File: src/rtl/core/elne_pkg.sv
// ----------------------------------------------------------------------------
// elne_pkg
// Shared types and constants of the EEG line noise extractor: field widths,
// request and register codes, scaling constants and the front/back structs.
// ----------------------------------------------------------------------------
`default_nettype none

package elne_pkg;

	// field widths
	localparam int unsigned REQ_W      = 2;
	localparam int unsigned CH_W       = 7;
	localparam int unsigned CODE_W     = 16;
	localparam int unsigned EV_W       = 8;
	localparam int unsigned UV_W       = 24;
	localparam int unsigned STIM_W     = 7;
	localparam int unsigned RESP_W     = 9;
	localparam int unsigned CC_W       = 8;
	localparam int unsigned WL_W       = 5;
	localparam int unsigned ZC_W       = 15;
	localparam int unsigned CFG_IDX_W  = 2;
	localparam int unsigned CFG_DATA_W = 15;

	// request codes
	localparam logic [REQ_W-1:0] REQ_SAMPLE = 2'd0;
	localparam logic [REQ_W-1:0] REQ_STIM   = 2'd1;
	localparam logic [REQ_W-1:0] REQ_RESP   = 2'd2;

	// configuration register indexes
	localparam logic [CFG_IDX_W-1:0] REG_CHANNEL_COUNT = 2'd0;
	localparam logic [CFG_IDX_W-1:0] REG_WINDOW_LEN    = 2'd1;
	localparam logic [CFG_IDX_W-1:0] REG_ZERO_CODE     = 2'd2;

	// configuration reset values
	localparam logic [CC_W-1:0] CC_RESET = 8'd16;
	localparam logic [WL_W-1:0] WL_RESET = 5'd5;
	localparam logic [ZC_W-1:0] ZC_RESET = 15'd2048;

	// event code mapping: response is byte - 0x30 + 127
	localparam logic [EV_W-1:0]   STIM_MASK   = 8'h7f;
	localparam logic [RESP_W-1:0] RESP_OFFSET = 9'd79;

	// scaling: 200 uV full scale, 8 fraction bits
	localparam int unsigned PROD_W    = 34;
	localparam logic signed [PROD_W-1:0] SCALE_MUL = 34'sd51200;

	// Q15.8 limits
	localparam logic signed [UV_W-1:0] Q_MAX = 24'sh7fffff;
	localparam logic signed [UV_W-1:0] Q_MIN = 24'sh800000;

	// shared divider geometry, two quotient bits per cycle
	localparam int unsigned DIV_NW    = 34;
	localparam int unsigned DIV_DW    = 16;
	localparam int unsigned DIV_STEPS = DIV_NW / 2;
	localparam int unsigned DIV_CW    = $clog2(DIV_STEPS + 1);

	// command queue between front and back
	localparam int unsigned CMDQ_DEPTH = 4;
	localparam int unsigned CMDQ_PW    = $clog2(CMDQ_DEPTH);

	typedef struct packed {
		logic [REQ_W-1:0]         kind;
		logic [CH_W-1:0]          ch;
		logic signed [CODE_W-1:0] code;
		logic [RESP_W-1:0]        ev;
	} cmd_t;

	typedef struct packed {
		logic avail;
		cmd_t cmd;
	} cmdq_t;

	typedef struct packed {
		logic pop;
		logic clearing;
	} back_ctl_t;

endpackage

`default_nettype wire

File: src/rtl/core/elne_front.sv
// ----------------------------------------------------------------------------
// elne_front
// Input side: accepts request words, drops unknown requests and channels out
// of range, maps event bytes to codes and queues commands for the back end.
// ----------------------------------------------------------------------------
`default_nettype none

module elne_front #(
	parameter int unsigned MAX_CHANNELS = 128
) (
	input  wire logic                                clk,
	input  wire logic                                arst_n,
	input  wire logic                                push,
	output logic                                     full,
	input  wire logic [elne_pkg::REQ_W-1:0]          req_type,
	input  wire logic [elne_pkg::CH_W-1:0]           channel,
	input  wire logic signed [elne_pkg::CODE_W-1:0]  adc_code,
	input  wire logic [elne_pkg::EV_W-1:0]           event_byte,
	input  wire elne_pkg::back_ctl_t                 ctl,
	output elne_pkg::cmdq_t                          cmdq
);

	localparam logic [8:0] CH_LIMIT = 9'(MAX_CHANNELS);
	localparam int unsigned PW = elne_pkg::CMDQ_PW;

	elne_pkg::cmd_t     cmd_in;
	elne_pkg::cmd_t     mem_q [elne_pkg::CMDQ_DEPTH];
	logic [PW-1:0]      wr_ptr_q;
	logic [PW-1:0]      rd_ptr_q;
	logic [PW:0]        cnt_q;
	logic               keep;
	logic               enq;
	logic               deq;

	// classify the incoming word
	always_comb begin
		cmd_in.kind = req_type;
		cmd_in.ch   = channel;
		cmd_in.code = adc_code;
		if (req_type == elne_pkg::REQ_STIM) begin
			cmd_in.ev = elne_pkg::RESP_W'(event_byte & elne_pkg::STIM_MASK);
		end else begin
			cmd_in.ev = elne_pkg::RESP_W'(event_byte) + elne_pkg::RESP_OFFSET;
		end
		case (req_type)
			elne_pkg::REQ_SAMPLE: keep = (9'(channel) < CH_LIMIT);
			elne_pkg::REQ_STIM:   keep = 1'b1;
			elne_pkg::REQ_RESP:   keep = 1'b1;
			default:              keep = 1'b0;
		endcase
	end

	assign full = (cnt_q == (PW + 1)'(elne_pkg::CMDQ_DEPTH)) || ctl.clearing;
	assign enq  = push && !full && keep;
	assign deq  = ctl.pop;

	// command queue pointers
	always_ff @(posedge clk or negedge arst_n) begin
		if (!arst_n) begin
			wr_ptr_q <= '0;
			rd_ptr_q <= '0;
			cnt_q    <= '0;
		end else begin
			if (enq) begin
				wr_ptr_q <= wr_ptr_q + 1'b1;
			end
			if (deq) begin
				rd_ptr_q <= rd_ptr_q + 1'b1;
			end
			if (enq && !deq) begin
				cnt_q <= cnt_q + 1'b1;
			end else if (deq && !enq) begin
				cnt_q <= cnt_q - 1'b1;
			end
		end
	end

	// command queue storage
	always_ff @(posedge clk) begin
		if (enq) begin
			mem_q[wr_ptr_q] <= cmd_in;
		end
	end

	assign cmdq.avail = (cnt_q != '0);
	assign cmdq.cmd   = mem_q[rd_ptr_q];

endmodule

`default_nettype wire

File: config.mk
export PLATFORM = sky130hd
export DESIGN_NAME = elne_front
export DESIGN_NICKNAME = d
export VERILOG_FILES = /design/src/rtl/core/elne_pkg.sv /design/src/rtl/core/elne_front.sv
export SDC_FILE = /design/constraint.sdc
export NUM_CORES = 1
export LEC_CHECK = 0
export BUFFER_PORTS_ARGS = -buffer_cell sky130_fd_sc_hd__buf_2
export CORE_UTILIZATION = 51
export CTS_BUF_LIST = sky130_fd_sc_hd__clkbuf_2
export DETAILED_ROUTE_END_ITERATION = 7
export PLACE_DENSITY_LB_ADDON = 0.25
export SYNTH_ARGS = -nofsm -noshare
export SYNTH_HDL_FRONTEND = slang
export SYNTH_SLANG_ARGS = --single-unit
File: constraint.sdc
create_clock -name clk -period 2.3 [get_ports clk]
set_input_delay 0.345 -clock clk [delete_from_list [all_inputs] [get_ports clk]]
set_output_delay 0.345 -clock clk [all_outputs]
set_load 0.01 [all_outputs]
==> run metrics, run 1 <==
status=complete, but fails checks; failing checks=setup timing; setup violators final=33; minimum clock period=~2.4 ns; initial antenna violation count=1; share of layout cells above drive strength 1=0.407; CTS tree=done; Max-Cap Viols=0; Site Rows=38; Synth Cell Area=roughly 0.0056 sq mm; Post-Syn Instances=242; RSZ-0062 raised after global routing=yes; Final Max Tran Viols=0; io pins=between 70 and 80; routed len/inst=between 15 and 20 um; Clk Tree Root Cell=clkbuf_2; first-pass GRT wire length=15200 um; largest net degree at the start of global routing=30; vias in the first global route=slightly below 3000; CTS H-Tree Depth=4; Clk Latency, worst-skew pair=0.65 ns; fin crit share=1.03; Via Count=2773; clock-pin slew on the worst setup and hold paths=~0.19 ns; hold crit path type=in2reg; Iter 0 DRT Violations=~130; CP Capture Type=output port; full die area=about 0.011 sq mm; Total GRT Usage=0.188; CP peak stage delay=between 0.5 and 0.6 ns; initial core utilization=0.523; Most Frequent Cell on Critical Path=buf_6; Post-Layout Cell Count=roughly 530; DRT Pass-1 Iters=4; Remaining Overflow, GRT=0; TritonCTS Sinks=about 140; Area Overhead vs Synth=22.7%; CP max-delay cell=mux4_2; Least-Margin Pin Slew=about 0.53 ns; Port Buffers=73; peak supply drop=approximately 0.56 mV; placer congestion estimate=approximately 0.74; number of cells after detailed placement=459; Synth Warn #=0; CORE AREA=0.0108 sq mm; nets=420; diode count=0; vias per inst=about 5.3; # DRC=0; CP Class=reg2out; Num CTS Buffers=17; ANT nets after route=0; final hold vios=0; Synth Net Count=roughly 290; Total Routed Length=9880 um; crit-path cells=buf_6 > buf_16 > mux4_2 > buf_6; Leak Pwr=2.49 nW; Max Freq=0.421 GHz; Critical Path AT=~2 ns; Max clock buf depth=2; post-synthesis cell type count=30; Yosys reg bits=between 100 and 150; CP Launch Type=flop; Final TNS setup=-1.36 ns; CP Max Fanout=5; Setup Skew=0.0383 ns; syn avg cell area=about 23 sq um; overall die width=between 100 and 150 um; register area share after synthesis=0.755; Worst EP required=1.96 ns; Power Dens Cells=roughly 1000 mW/mm^2; die height=107 um; post-DP HPWL=6050 um; Tot Pwr=about 7.0 mW; Slew HR=0.642; final worst slack=-0.0725 ns
where the power goes:
group          total, mW  leakage, nW  switching, mW  internal [mW]
clock               1.06        0.120          0.751          0.309
combinational       2.73         1.06           1.16           1.58
sequential          3.25         1.31          0.115           3.14
total               7.04         2.49           2.02           5.02
worst paths after layout:
kind	cells after the start	end	slack [ns]	start
worst min register to register	1	cnt_q[0]	0.57	cnt_q[0]
max in group asynchronous	3	rd_ptr_q[0]	1.37	arst_n
worst min-delay path	2	mem_q[1][4]	0.08	event_byte[4]
worst max-delay path	4	cmdq[8]	-0.07	rd_ptr_q[0]
min in group asynchronous	3	wr_ptr_q[0]	0.63	arst_n
worst max register to register	8	cnt_q[2]	0.31	cnt_q[0]
timing repair:
action | CTS | global route
buffers inserted | 5 | 0
cloned | 4 | 0
gates resized for setup | 41 | 5
hold endpoints to repair | 113 | 0
setup endpoints to repair | 34 | 34
hold buffers | 29 | 0
state kept, by name, summed over array words and instances, names as in the netlist:
register  flops
mem_q       136
cnt_q         3
rd_ptr_q      2
wr_ptr_q      2
routing by layer:
layer | vias to the layer above | track usage | part of all wire
met5 | - | 0 | 0.0010
met4 | 2 | 0.0587 | 0.0079
met3 | 11 | 0.0614 | 0.052
met2 | 81 | 0.314 | 0.52
met1 | 1408 | 0.235 | 0.42
li1 | 1271 | - | -
logic make-up after synthesis:
kind of cell    count (synthesis)  share of synthesized area
xor+xnor                       12                     0.0186
mux                            36                      0.152
buf+inv                        14                     0.0217
compound gates                  8                     0.0131
fa+ha+maj                       7                     0.0169
simple gates                   22                     0.0222
flops                         143                      0.755
critical path: cells and delay by family, from the launching register on:
kind,cells,cell delay (ns)
multiplexers,1,0.52
buffers and inverters,3,0.43
flip-flops,1,0.45
layout by cell type, fill, tap and decap left out, drive strengths merged, types with 6 or more instances in the layout:
cell type,instances
edfxtp,136
clkbuf,27
mux4,34
xor2,6
inv,6
dlygate4sd3,29
dfrtp,7
nor2,6
xnor2,6
ha,6
buf,93
cell type report:
type / instances / area [sq um]
clock inverter: 5 / 18.8
timing repair buffer: 122 / 1100
clock buffer: 27 / 135
multi-input combinational: 85 / 1210
inverter: 6 / 22.5
fill: 771 / 3870
tap: 140 / 175
sequential: 143 / 4260
synth_stat cells, drive strengths merged:
library cell | n | share of area
a211o | 1 | 0.0016
xor2 | 6 | 0.0093
or2b | 1 | 0.0013
xnor2 | 6 | 0.0093
or3 | 1 | 0.0011
nor3b | 3 | 0.0040
and2 | 5 | 0.0064
edfxtp | 136 | 0.72
a211oi | 2 | 0.0049
a21oi | 1 | 0.00089
inv | 6 | 0.0040
a21o | 1 | 0.0013
fa | 1 | 0.0035
nor2b | 1 | 0.0011
a21bo | 1 | 0.0018
mux4 | 34 | 0.15
mux2 | 2 | 0.0047
dfrtp | 7 | 0.031
buf | 4 | 0.0080
nor2 | 6 | 0.0040
nor4 | 2 | 0.0022
ha | 6 | 0.013
o21ai | 1 | 0.00089
clkbuf | 4 | 0.0098
nand2 | 3 | 0.0020
o211a | 1 | 0.0018
per-stage QoR:
| step | util | area (sq um) | setup slack, ns | hold WS [ns] |
|---|---|---|---|---|
| global route | 0.641 | 6920 | -0.214 | 0.00516 |
| finish | 0.641 | 6920 | -0.0725 | 0.0830 |
| detailed placement | 0.578 | 6230 | 0.189 | 0.196 |
| global placement | 0.578 | 6230 | 0.263 | 0.193 |
| CTS | 0.638 | 6890 | -0.153 | 0.00329 |
| floorplan | - | 5640 | 0.309 | 0.0494 |
(Power assumes the default switching activity.)
==> run 2, diff against run 1 <==
- REMOVE_ABC_BUFFERS: not set -> 1
==> run 2 against run 1 <==
  * The run still ends with setup timing left
  * Die area stayed put
  * Utilization is 0.27 points lower
  * Critical endpoint is now cmdq[31]
  * Count of clock-buffer cells in the layout is 10 lower
  * Highest routed layer is now met4
  * Register-to-register slack hardly changed
  * Non-clock buffer count is 1 lower
  * Total power is 1.5% higher
  * First-iteration DRC count is 0.79% lower
  * Hold slack better by 0.0059 ns
  * Clock power is 30% higher
==> run metrics, run 2 (same netlist as run 1, synthesis figures left out) <==
ANT nets after route=0 (unchanged); first-pass GRT wire length=15200 um (+0.22%); commonest non-fill, non-tap cell in the layout=edfxtp_1; status=complete, but fails checks; Setup Skew=0.0399 ns (+0.00154 ns); Clk Latency, worst-skew pair=0.68 ns (+0.03 ns); max reg flops=136 (unchanged); Filler cells=762 (-1.2%); Total Routed Length=9660 um (-2.3%); minimum clock period=2.43 ns (+0.0607 ns); Largest regs=mem_q (136), cnt_q (3); Final TNS setup=-2.07 ns (-0.711 ns); CP Launch Type=flop; Worst EP required=1.96 ns (about the same); failing checks=setup timing; Site Rows=38 (unchanged); full die area=0.0115 sq mm (unchanged); fin crit share=1.06 (+0.0264); nets=419 (-0.24%); Final Max Tran Viols=0 (unchanged); share of layout cells above drive strength 1=0.424 (+0.0166); vias per inst=5.28 (+0.44%); Iter 0 DRT Violations=126 (-0.79%); Port Buffers=73 (unchanged); Power Dens Cells=1040 mW/mm^2 (+1.9%); hold crit path type=in2reg; initial antenna violation count=0 (-1); CORE AREA=0.0108 sq mm (unchanged); Slew HR=0.617 (-0.0248); routed len/inst=18.3 um (-2.1%); initial core utilization=0.523 (unchanged); post-DP HPWL=5760 um (-4.9%); dpl ws=0.159 ns (-0.0300 ns); CTS tree=done; # DRC=0 (unchanged); largest net degree at the start of global routing=24 (-20%); number of cells after detailed placement=459 (unchanged); die height=107 um (unchanged); most frequent cells in the layout=edfxtp_1, buf_2, mux4_2; Hold Startpoint=event_byte[4]; CTS H-Tree Depth=4 (unchanged); Max Freq=0.411 GHz (-2.5%); RSZ-0062 raised after global routing=yes; Critical Path AT=2.09 ns (+0.06 ns); Post-Layout Cell Count=527 (-0.19%); diode count=0 (unchanged); CP Class=reg2out; WHS=0.0889 ns (+0.00593 ns); clock-pin slew on the worst setup and hold paths=0.20 ns (about the same); Leak Pwr=2.46 nW (-1.3%); Num CTS Buffers=17 (unchanged); DRT Pass-1 Iters=4 (unchanged); crit path launch=rd_ptr_q[0]; Clk Tree Root Cell=clkbuf_2; final worst slack=-0.133 ns (-0.0607 ns); CP Max Fanout=6 (+1); final core occ=0.639 (-0.00267); Total GRT Usage=0.186 (-0.00191); Max clock buf depth=2 (unchanged); Reg-to-Reg Start=cnt_q[0]; Remaining Overflow, GRT=0 (unchanged); peak supply drop=0.482 mV (-15%); overall die width=107 um (unchanged); final hold vios=0 (unchanged); Area Overhead vs Synth=22.2%; Max-Cap Viols=0 (unchanged); vias in the first global route=2904 (-0.68%); CP Capture Type=output port; placer congestion estimate=0.677 (-8.6%); Biggest register=mem_q; io pins=74 (unchanged); Least-Margin Pin Slew=0.570 ns (+0.0369 ns); Via Count=2780 (+0.25%); TritonCTS Sinks=143 (unchanged); setup violators final=34 (+3.0%)
-- run 2: path summary, 6_finish.rpt --
path,cells after the start,slack [ns],end
setup / recovery,4,-0.13,cmdq[31]
min in group asynchronous,3,0.59,cnt_q[2]
max in group asynchronous,3,1.41,rd_ptr_q[1]
setup reg to reg,8,0.31,cnt_q[2]
hold reg to reg,1,0.57,cnt_q[0]
hold / removal,2,0.09,mem_q[1][4]
-- run 2: power by group --
group | internal, mW | total [mW] | switching [mW]
combinational | 1.39 | 2.46 | 1.07
clock | 0.427 | 1.38 | 0.952
sequential | 3.14 | 3.31 | 0.169
-- run 2: metal layers --
metal,vias up,global-route usage,wire (um)
met3,2,0.0578,488
met2,79,0.293,4780
met4,0,0.0528,46
met1,1438,0.254,4340
met5,-,0,0
li1,1261,-,-
-- run 2: timing repair --
action                                 CTS  global route
gates cloned                             3             0
setup endpoints to repair               34            34
setup buffers                            5             0
resized for setup                       36             8
endpoints found under the hold margin  121             0
pin swaps                                0             0
hold buffers                            31             0
-- run 2: stage by stage --
| stage | instance area [sq um] | power, mW |
|---|---|---|
| floorplan | 5540 | 4.54 |
| global placement | 6220 | 5.32 |
| detailed placement | 6220 | 5.35 |
| CTS | 6910 | 7.27 |
| global route | 6890 | 7.52 |
| finish | 6890 | 7.15 |
-- run 2: final cells by class --
class,instances,area (sq um),share of cell area
flip-flops and latches,143,4260,0.618
clock buffers,17,85.1,0.0123
inverters,6,22.5,0.00327
multi-input cells,85,1190,0.173
well taps,140,175,0.0254
clock inverters,15,151,0.0220
repair buffers,121,1000,0.145
-- run 2: critical path: stages (launching register included) --
cell	delay, ns
dfrtp_2	0.49
buf_6	0.16
buf_16	0.14
mux4_2	0.52
buf_6	0.14
==> run 3, diff against run 2 <==
- CORE_ASPECT_RATIO: not set -> 0.9
==> run 3 against run 2 <==
  * The flow still finishes with violations (setup timing)
  * Non-clock buffer count fell by 1
  * Sequential share of layout area fell by 1.1 points
  * Setup slack improved by 0.038 ns
  * Clock power rose by 14%
  * Sequential power barely moved
  * Largest cell class unchanged
  * Largest power group unchanged
==> run metrics, run 3 (same netlist as run 1, synthesis figures left out) <==
number of cells after detailed placement=450 (-2.0%); CP Class=reg2out; Tot Pwr=7.50 mW (+4.9%); max reg flops=136 (unchanged); Power Dens Cells=1070 mW/mm^2 (+3.0%); Num CTS Buffers=17 (unchanged); reg-to-reg slack, setup=0.35 ns (+0.04 ns); Via Count=2739 (-1.5%); initial core utilization=0.522 (-0.000847); die height=102 um (-5.0%); Filler cells=754 (-1.0%); first-pass GRT wire length=14500 um (-4.4%); DRT Pass-1 Iters=4 (unchanged); CTS tree=done; status=complete, but fails checks; full die area=0.0115 sq mm (about the same); Biggest register=mem_q; cell internal power dissipation=5.22 mW (+5.3%); commonest non-fill, non-tap cell in the layout=edfxtp_1; Max clock buf depth=2 (unchanged); dpl ws=0.218 ns (+0.0591 ns); largest net degree at the start of global routing=32 (+33%); CTS H-Tree Depth=4 (unchanged); CP max-delay cell=mux4_2; most frequent cells in the layout=edfxtp_1, buf_2, dlygate4sd3_1; CORE AREA=0.0108 sq mm (+0.16%); final hold vios=0 (unchanged); Total Routed Length=9830 um (+1.8%); Clk Latency, worst-skew pair=0.67 ns (about the same); met2 routed WL=4670 um (-2.3%); Leak Pwr=2.52 nW (+2.6%); Seq pwr share=0.440 (-0.023); failing checks=setup timing; share of layout cells above drive strength 1=0.415 (-0.00926); nets=418 (-0.24%); vias in the first global route=2736 (-5.8%); routed len/inst=18.9 um (+3.4%); minimum clock period=2.40 ns (-0.0382 ns); diode count=0 (unchanged); Clk Tree Root Cell=clkbuf_2; setup violators final=34 (unchanged); clock-pin slew on the worst setup and hold paths=0.23 ns (+0.03 ns); Logic pwr share=0.351 (+0.006); vias per inst=5.28 (about the same); Post-Layout Cell Count=519 (-1.5%); final worst slack=-0.0951 ns (+0.0382 ns); P_sw=2.28 mW (+4.1%); Port Buffers=73 (unchanged); Worst EP required=1.96 ns (about the same); peak supply drop=0.495 mV (+2.8%); sw frac=0.304 (-0.00234); fin crit share=1.04 (-0.0166); Slew HR=0.628 (+0.0115); Remaining Overflow, GRT=0 (unchanged); io pins=74 (unchanged); post-DP HPWL=5570 um (-3.3%); ANT nets after route=0 (unchanged); Iter 0 DRT Violations=246 (+95%); Max Freq=0.418 GHz (+1.6%); CP peak stage delay=0.54 ns (+0.02 ns); Final Max Tran Viols=0 (unchanged); CP Launch Type=flop; Critical Path AT=2.05 ns (-0.04 ns); Total GRT Usage=0.179 (-0.00741); crit-path cells=buf_12 > clkbuf_16 > mux4_2 > buf_6; Clk pwr share=0.209 (+0.016); Final TNS setup=-2.12 ns (-0.0492 ns); placer congestion estimate=0.686 (+1.4%); Max-Cap Viols=0 (unchanged); TritonCTS Sinks=143 (unchanged); Least-Margin Pin Slew=0.552 ns (-0.0171 ns); CP Capture Type=output port; Setup Skew=0.0347 ns (-0.00516 ns); initial antenna violation count=0 (unchanged); Site Rows=36 (-5.3%); Area Overhead vs Synth=24.5%; DR top layer=met4; CP Max Fanout=6 (unchanged); hold crit path type=in2reg; Largest regs=mem_q (136), cnt_q (3); # DRC=0 (unchanged); met1 WL=4640 um (+7.0%); RSZ-0062 raised after global routing=yes; overall die width=113 um (+5.3%); DR WL met3=446 um (-8.6%)
-- run 3: cell type report --
cell class,instances,area [sq um],area share
multi-input cells,85,1210,0.172
inverters,6,22.5,0.00321
well taps,133,166,0.0237
flip-flops and latches,143,4260,0.607
repair buffers,120,1090,0.155
clock inverters,15,193,0.0274
clock buffers,17,85.1,0.0121
-- run 3: worst max-delay path, delay by kind of cell (launching register included) --
| family | cells | cell delay (ns) |
|---|---|---|
| DFF | 1 | 0.42 |
| muxes | 1 | 0.54 |
| buffers and inverters | 3 | 0.45 |
-- run 3: timing repair --
item                                    CTS  global route
resized for setup                        25            14
setup buffers                             1             1
hold endpoints to repair                121             0
pin swaps                                 0             0
endpoints found under the setup margin   34            34
cloned                                    0             4
hold buffers                             31             0
-- run 3: metrics by stage --
step                      hold slack, ns  cell area [sq um]  utilization
after floorplan                   0.0494               5540            -
after global placement             0.189               6220        0.576
after detailed placement           0.188               6220        0.576
after CTS                         0.0119               6880        0.636
after global routing              0.0164               7020        0.650
final                             0.0947               7020        0.650
-- run 3: final timing paths --
kind,startpoint,cells past startpoint,to
worst min register to register,cnt_q[0],1,cnt_q[0]
worst max register to register,cnt_q[0],8,cnt_q[2]
max in group asynchronous,arst_n,3,rd_ptr_q[1]
worst min-delay path,event_byte[7],2,mem_q[2][8]
worst max-delay path,rd_ptr_q[0],4,cmdq[1]
min in group asynchronous,arst_n,3,cnt_q[0]
-- run 3: power by group through the flow --
stage / Combinational [mW] / Sequential (mW) / Clock [mW]
after global placement: 1.97 / 3.37 / 0
after global routing: 2.83 / 3.33 / 1.72
final: 2.64 / 3.30 / 1.57
after detailed placement: 1.98 / 3.38 / 0
after CTS: 2.31 / 3.31 / 1.62
after floorplan: 1.08 / 3.45 / 0
-- run 3: per-layer routing --
metal / vias to the layer above / track usage
met5: - / 0
met2: 74 / 0.274
met3: 4 / 0.0539
met1: 1403 / 0.246
met4: 0 / 0.0698
li1: 1258 / -
